`src/hdl/lgc_pkg.sv`:
```
`default_nettype none

package lgc_pkg;

  localparam int Slots      = 64;
  localparam int SlotW      = $clog2(Slots);
  localparam int RankW      = SlotW;
  localparam int CfgW       = 7;
  localparam int SlotFieldW = 6;
  localparam int CodeW      = 16;
  localparam int PAddrW     = 3;
  localparam int PDataW     = 32;
  localparam int CmpW       = (SlotW + 1 > CfgW) ? SlotW + 1 : CfgW;

  localparam logic [CodeW-1:0] EmptyCode   = 16'hffff;
  localparam logic [CfgW-1:0]  ResetInUse  = 7'd64;
  // word index of the slots_in_use register (paddr[2])
  localparam logic             RegSlotsInUse = 1'b0;

  typedef logic [SlotW-1:0] lgc_slot_t;
  typedef logic [RankW-1:0] lgc_rank_t;

  typedef struct packed {
    logic [CodeW-1:0] glyph_code;
    logic             lookup_only;
  } lgc_req_t;

  typedef struct packed {
    logic                  hit;
    logic [SlotFieldW-1:0] slot;
    logic                  fill_needed;
    logic                  no_entry;
  } lgc_resp_t;

  typedef struct packed {
    lgc_slot_t idx;
    lgc_rank_t rank;
  } lgc_victim_t;

endpackage

`default_nettype wire

```
`src/hdl/lru_glyph_cache_lookup.sv`:
```
`default_nettype none

// fully associative glyph cache with least-recently-used replacement
//
// request channel: a word (glyph_code, lookup_only) is taken at a rising edge
//   with start high and busy low; busy is never raised, so a word may
//   be offered in every cycle
// result channel: done_o marks resp_o for exactly one cycle; the receiver
//   cannot stall, so every result is simply taken at the edge ending it
// result path: from the accepting edge through the request register, then
//   compare/update into the result register
// throughput: one word per cycle; the tag compare, the lowest-rank search
//   and the rank update all settle between the request register and the
//   state/result registers, so the next word sees the updated state
// config: apb port, slots_in_use at byte address 0, write only while idle
// reset: every slot holds 0xffff, slot i has rank i, slots_in_use is 64,
//   no result pending

module lru_glyph_cache_lookup
  import lgc_pkg::*;
(
  input  logic              clk_i,
  input  logic              rst_ni,
  input  logic              start,
  output logic              busy,
  input  lgc_req_t          req_i,
  output logic              done_o,
  output lgc_resp_t         resp_o,
  input  logic              psel,
  input  logic              penable,
  input  logic              pwrite,
  input  logic [PAddrW-1:0] paddr,
  input  logic [PDataW-1:0] pwdata,
  output logic [PDataW-1:0] prdata,
  output logic              pready
);

  // configuration
  logic [CfgW-1:0] cfg_q;

  // cache state
  logic [CodeW-1:0] code_q [Slots];
  lgc_rank_t        rank_q [Slots];

  // request and result registers
  logic      req_vld_q;
  lgc_req_t  req_q;
  logic      done_q;
  lgc_resp_t resp_q, resp_d;

  // lookup datapath
  logic [Slots-1:0] active;
  logic [Slots-1:0] match;
  logic             hit;
  lgc_slot_t        hit_idx;
  lgc_rank_t        hit_rank;
  lgc_victim_t      victim;
  logic             touch;
  lgc_slot_t        t_idx;
  lgc_rank_t        t_rank;

  assign busy   = 1'b0;
  assign pready = 1'b1;

  // ---------------------------------------------------------------------------
  // apb register
  // ---------------------------------------------------------------------------
  always_ff @(posedge clk_i or negedge rst_ni) begin
    if (!rst_ni) begin
      cfg_q <= ResetInUse;
    end else if (psel && penable && pwrite && pready && paddr[2] == RegSlotsInUse) begin
      cfg_q <= pwdata[CfgW-1:0];
    end
  end

  assign prdata = (paddr[2] == RegSlotsInUse) ? PDataW'(cfg_q) : '0;

  // ---------------------------------------------------------------------------
  // request register
  // ---------------------------------------------------------------------------
  always_ff @(posedge clk_i or negedge rst_ni) begin
    if (!rst_ni) begin
      req_vld_q <= 1'b0;
    end else begin
      req_vld_q <= start && !busy;
    end
  end

  always_ff @(posedge clk_i) begin
    if (start && !busy) begin
      req_q <= req_i;
    end
  end

  // ---------------------------------------------------------------------------
  // parallel tag compare; slot 0 is always active, a count above the slot
  // total naturally enables every slot
  // ---------------------------------------------------------------------------
  always_comb begin
    for (int i = 0; i < Slots; i++) begin
      active[i] = (CmpW'(i) < CmpW'(cfg_q)) || (i == 0);
      match[i]  = active[i] && (code_q[i] == req_q.glyph_code);
    end
  end

  // lowest-numbered matching slot wins
  always_comb begin
    hit_idx = '0;
    for (int i = Slots - 1; i >= 0; i--) begin
      if (match[i]) begin
        hit_idx = SlotW'(i);
      end
    end
  end

  assign hit      = |match;
  assign hit_rank = rank_q[hit_idx];

  // oldest active slot
  lgc_victim_find u_victim (
    .active_i (active),
    .rank_i   (rank_q),
    .victim_o (victim)
  );

  // the slot that becomes most recent, and its rank before the move
  assign touch  = req_vld_q && (hit || !req_q.lookup_only);
  assign t_idx  = hit ? hit_idx  : victim.idx;
  assign t_rank = hit ? hit_rank : victim.rank;

  // ---------------------------------------------------------------------------
  // state update: slots above the touched one age by one step, the touched
  // slot takes the top rank; a load writes the new code into the victim
  // ---------------------------------------------------------------------------
  always_ff @(posedge clk_i or negedge rst_ni) begin
    if (!rst_ni) begin
      for (int i = 0; i < Slots; i++) begin
        code_q[i] <= EmptyCode;
        rank_q[i] <= RankW'(i);
      end
    end else if (touch) begin
      for (int i = 0; i < Slots; i++) begin
        if (SlotW'(i) == t_idx) begin
          rank_q[i] <= RankW'(Slots - 1);
          if (!hit) begin
            code_q[i] <= req_q.glyph_code;
          end
        end else if (rank_q[i] > t_rank) begin
          rank_q[i] <= rank_q[i] - 1'b1;
        end
      end
    end
  end

  // ---------------------------------------------------------------------------
  // result register
  // ---------------------------------------------------------------------------
  always_comb begin
    resp_d.hit         = hit;
    resp_d.fill_needed = !hit && !req_q.lookup_only;
    resp_d.no_entry    = !hit && req_q.lookup_only;
    resp_d.slot        = (!hit && req_q.lookup_only) ? '0 : SlotFieldW'(t_idx);
  end

  always_ff @(posedge clk_i or negedge rst_ni) begin
    if (!rst_ni) begin
      done_q <= 1'b0;
    end else begin
      done_q <= req_vld_q;
    end
  end

  always_ff @(posedge clk_i) begin
    if (req_vld_q) begin
      resp_q <= resp_d;
    end
  end

  assign done_o = done_q;
  assign resp_o = resp_q;

endmodule

`default_nettype wire

```
`src/hdl/lgc_victim_find.sv`:
```
`default_nettype none

module lgc_victim_find
  import lgc_pkg::*;
(
  input  logic [Slots-1:0] active_i,
  input  lgc_rank_t        rank_i [Slots],
  output lgc_victim_t      victim_o
);

  localparam int Lvl  = $clog2(Slots);
  localparam int Pad  = 1 << Lvl;
  localparam int KeyW = RankW + 1;

  // key = {inactive, rank}: inactive slots always lose
  logic [KeyW-1:0] key [Lvl+1][Pad];
  lgc_slot_t       idx [Lvl+1][Pad];

  for (genvar p = 0; p < Pad; p++) begin : g_leaf
    if (p < Slots) begin : g_real
      assign key[0][p] = {~active_i[p], rank_i[p]};
      assign idx[0][p] = SlotW'(p);
    end else begin : g_pad
      assign key[0][p] = '1;
      assign idx[0][p] = '0;
    end
  end

  for (genvar l = 0; l < Lvl; l++) begin : g_lvl
    for (genvar p = 0; p < (Pad >> (l + 1)); p++) begin : g_node
      logic take_left;
      assign take_left     = key[l][2*p] <= key[l][2*p+1];
      assign key[l+1][p]   = take_left ? key[l][2*p] : key[l][2*p+1];
      assign idx[l+1][p]   = take_left ? idx[l][2*p] : idx[l][2*p+1];
    end
  end

  assign victim_o.idx  = idx[Lvl][0];
  assign victim_o.rank = key[Lvl][0][RankW-1:0];

endmodule

`default_nettype wire

```
`config.mk`:
```
export PLATFORM = sky130hd
export DESIGN_NAME = lru_glyph_cache_lookup
export DESIGN_NICKNAME = d
export VERILOG_FILES = /design/src/hdl/lgc_pkg.sv /design/src/hdl/lru_glyph_cache_lookup.sv /design/src/hdl/lgc_victim_find.sv
export SDC_FILE = /design/constraint.sdc
export NUM_CORES = 2
export LEC_CHECK = 0
export ABC_AREA = 1
export BUFFER_PORTS_ARGS = -buffer_cell sky130_fd_sc_hd__buf_2
export CAP_MARGIN = 10
export CORE_MARGIN = 10
export CORE_UTILIZATION = 52
export CTS_BUF_LIST = sky130_fd_sc_hd__clkbuf_8
export CTS_CLUSTER_DIAMETER = 120
export CTS_CLUSTER_SIZE = 40
export DETAILED_ROUTE_END_ITERATION = 16
export PLACE_DENSITY = 0.68
export SLEW_MARGIN = 15
export SYNTH_ARGS = -nofsm -noshare
export SYNTH_HDL_FRONTEND = slang
export SYNTH_SLANG_ARGS = --single-unit
```
`constraint.sdc`:
```
create_clock -name clk_i -period 45.6 [get_ports clk_i]
set_input_delay 4.56 -clock clk_i [delete_from_list [all_inputs] [get_ports clk_i]]
set_output_delay 4.56 -clock clk_i [all_outputs]
set_load 0.03 [all_outputs]
```
==> results by group <==
Run status
  • Status: complete, no violations

Cells and area
  • Share of cells above drive strength 1: 0.143
  • Syn-to-layout area delta: 3.14%
  • Cell area after layout: 0.104 mm2
  • Register area: 0.0378 mm2
  • Multi-input gate area: 0.0559 mm2
  • Post-Layout Cell Count: 14900
  • Fillers: 18000
  • Final net count: 13200

CTS
  • Postcts setup bufs: 0
  • Clock Latency Late Sink: 1020 ps
  • H-Tree Depth: 2
  • Sink Count: 1443
  • Clock tree buffer depth: 3
  • Clock root buffer: clkbuf_8
  • Num CTS Buffers: 51
  • CTS clock-pin slew for the worst setup and hold paths: 230 ps
  • CTS tree: built
  • CTS Hold Buffers Added: 0
  • Post_cts resized: 0

STA
  • # setup viols final: 0
  • Final period utilization: 0.396
  • Worst-margin pin slew: 1280 ps
  • RSZ-0062 raised after global routing: false
  • Max-Slew Margin vs Limit: 0.148
  • Layout Skew: 101 ps
  • Fmax: 0.0554 GHz
  • Final hold viol count: 0
  • Final WS setup: 27550 ps
  • Total negative slack: 0 ps
  • Minimum clock period: 18050 ps
  • Max-slew violation count: 0

Detailed routing
  • Via density: 5.98
  • Iteration-0 DRC Markers: 8313
  • Via Count: 88800
  • Final WL: 339 mm
  • Pre-antenna DRT Iters: 7
  • Antenna-violating nets left: 0
  • Drc violations: 0
  • Avg WL per Cell: 22.8 um

Flow run
  • Max-Cap Viols: 0

Floorplan
  • Chip width: 460 um
  • Total I/O pin count: 102
  • Core area: 0.193 mm2
  • Die Y: 460 um
  • Die footprint: 0.212 mm2
  • Starting Density: 0.523
  • Core Rows: 161

Min path
  • Min-Delay Path Class: register to register

GRT
  • GRT Total Usage: 0.310
  • Number of global-route vias before repair: 83000
  • Initial antenna violation count: 21
  • Gr ovfl total: 0
  • First-pass GRT wire length: 509 mm
  • Pin count of the biggest net entering global routing: 107

Logic synthesis
  • Yosys warns: 0
  • Gate count of the mapped netlist: 12700
  • Synth Register Bits: 1443
  • Post-synth EDFFs: 26
  • Mapped Avg Cell Area: 7.95 um2
  • Ys async rst share: 0.982
  • Unique masters post-synth: 72
  • Seq/Total Area, Yosys: 0.375
  • Synthesized cell area: 0.101 mm2
  • Ys flop type: dfstp_2

Placement
  • Buffers on Ports: 47
  • Final Wtd Congestion: 0.995
  • DP Wirelength: 235 mm
  • Post-placement setup slack: 28350 ps
  • Post-DP Area: 0.103 mm2
  • Placed insts: 14800

Worst setup path
  • Slowest stage delay, CP: 1070 ps
  • Type of element capturing the critical path: register
  • Worst EP required: 46530 ps
  • Worst EP arrival: 18980 ps
  • Startpoint types: register
  • CP max-delay cell: nor2_1
  • Crit Path Class: register to register
  • CP most frequent cell: nand2_1
  • Critical Path Fanout Max: 32
## flip-flops by register name (all words and copies together), names as in the netlist
signal     cells
cfg_q          7
code_q      1024
done_o         1
rank_q       384
req_q         17
req_vld_q      1
resp_o         9
## cells by family after synthesis
kind of cell / Yosys count / share of synthesized area
buf+inv: 1839 / 0.0732
fa+ha+maj: 887 / 0.110
other cells: 2 / 0.0000745
simple gates: 4587 / 0.195
compound gates: 2988 / 0.166
flops: 1443 / 0.375
mux: 24 / 0.00268
xor+xnor: 908 / 0.0789
## path summary, 6_finish.rpt
| kind | end | slack, ps | cells after the start | start |
|---|---|---|---|---|
| min reg2reg | code_q[168] | 490 | 2 | code_q[168] |
| min | code_q[168] | 490 | 2 | code_q[168] |
| max reg2reg | code_q[411] | 27550 | 52 | cfg_q[1] |
| max | code_q[411] | 27550 | 52 | cfg_q[1] |
| max in group asynchronous | rank_q[266] | 36270 | 7 | rst_ni |
| min in group asynchronous | rank_q[353] | 3480 | 1 | rst_ni |
## final cells by class
| cell class | instances | area share |
|---|---|---|
| tap | 2526 | 0.0304 |
| sequential | 1443 | 0.363 |
| multi-input combinational | 9422 | 0.537 |
| inverter | 1164 | 0.0425 |
| timing repair buffer | 210 | 0.0149 |
| clock inverter | 32 | 0.00486 |
| clock buffer | 51 | 0.00675 |
| antenna | 9 | 0.000217 |
## Yosys cell counts, types with 12 or more instances
cell,n,area share
inv_1,1123,0.042
xor2_1,653,0.057
nand4_1,158,0.0098
edfxtp_1,26,0.0077
a211oi_1,32,0.0024
inv_2,32,0.0012
nor2_1,494,0.018
a41o_1,12,0.0012
o21a_1,35,0.0026
dfstp_2,1217,0.32
o21bai_1,60,0.0045
buf_1,35,0.0013
o31ai_1,24,0.0018
a32oi_1,52,0.0045
a221oi_1,14,0.0012
mux2_1,22,0.0025
buf_2,191,0.0095
nor4_1,144,0.0089
and2_1,20,0.0012
nor2_4,31,0.0035
o21ai_1,280,0.014
nor3_1,102,0.0051
ha_1,887,0.11
nand3_1,552,0.027
o22ai_1,210,0.013
o211ai_1,110,0.0082
nand2_1,2912,0.11
a22o_1,22,0.0019
dfrtp_1,200,0.050
clkbuf_1,391,0.015
a31oi_1,24,0.0015
or2_2,104,0.0065
buf_4,54,0.0040
o21ai_0,1664,0.083
a21oi_1,352,0.017
nand2_2,17,0.0011
xnor2_1,255,0.022
o2111ai_1,32,0.0028
## layout by cell type (no fill, tap or decap), drive strengths merged, types with 110 or more instances in the layout
master     n
dfrtp    200
nand2   2941
o22ai    210
nand4    158
nor4     144
nand3    552
xnor2    255
buf      210
ha       887
xor2     653
nor2     539
dfstp   1217
inv     1169
o211ai   110
a21oi    354
o21ai   1952
## worst max-delay path, delay by kind of cell (launching register included)
kind,cells,cell delay [ps]
AND/OR/NAND/NOR,22,6740
flip-flops,1,640
adder cells (fa/ha/maj),6,1790
buffers and inverters,7,2320
AO/OA/AOI/OAI,17,6440
## through the flow
step                      hold slack, ps   util
after floorplan                      454      -
after global placement               461  0.533
after detailed placement             467  0.533
after CTS                            489  0.539
after global routing                 505  0.539
final                                490  0.539
## per-layer routing
metal | up-vias | track usage | share of wire
met5 | - | 0 | 0.00035
met3 | 805 | 0.0564 | 0.083
li1 | 41700 | - | -
met2 | 3268 | 0.489 | 0.44
met1 | 43000 | 0.406 | 0.41
met4 | 18 | 0.158 | 0.059
Power is left out: the tool's default activity adds up to more than one toggle a clock period on the data nets, which glitch-free logic cannot reach.
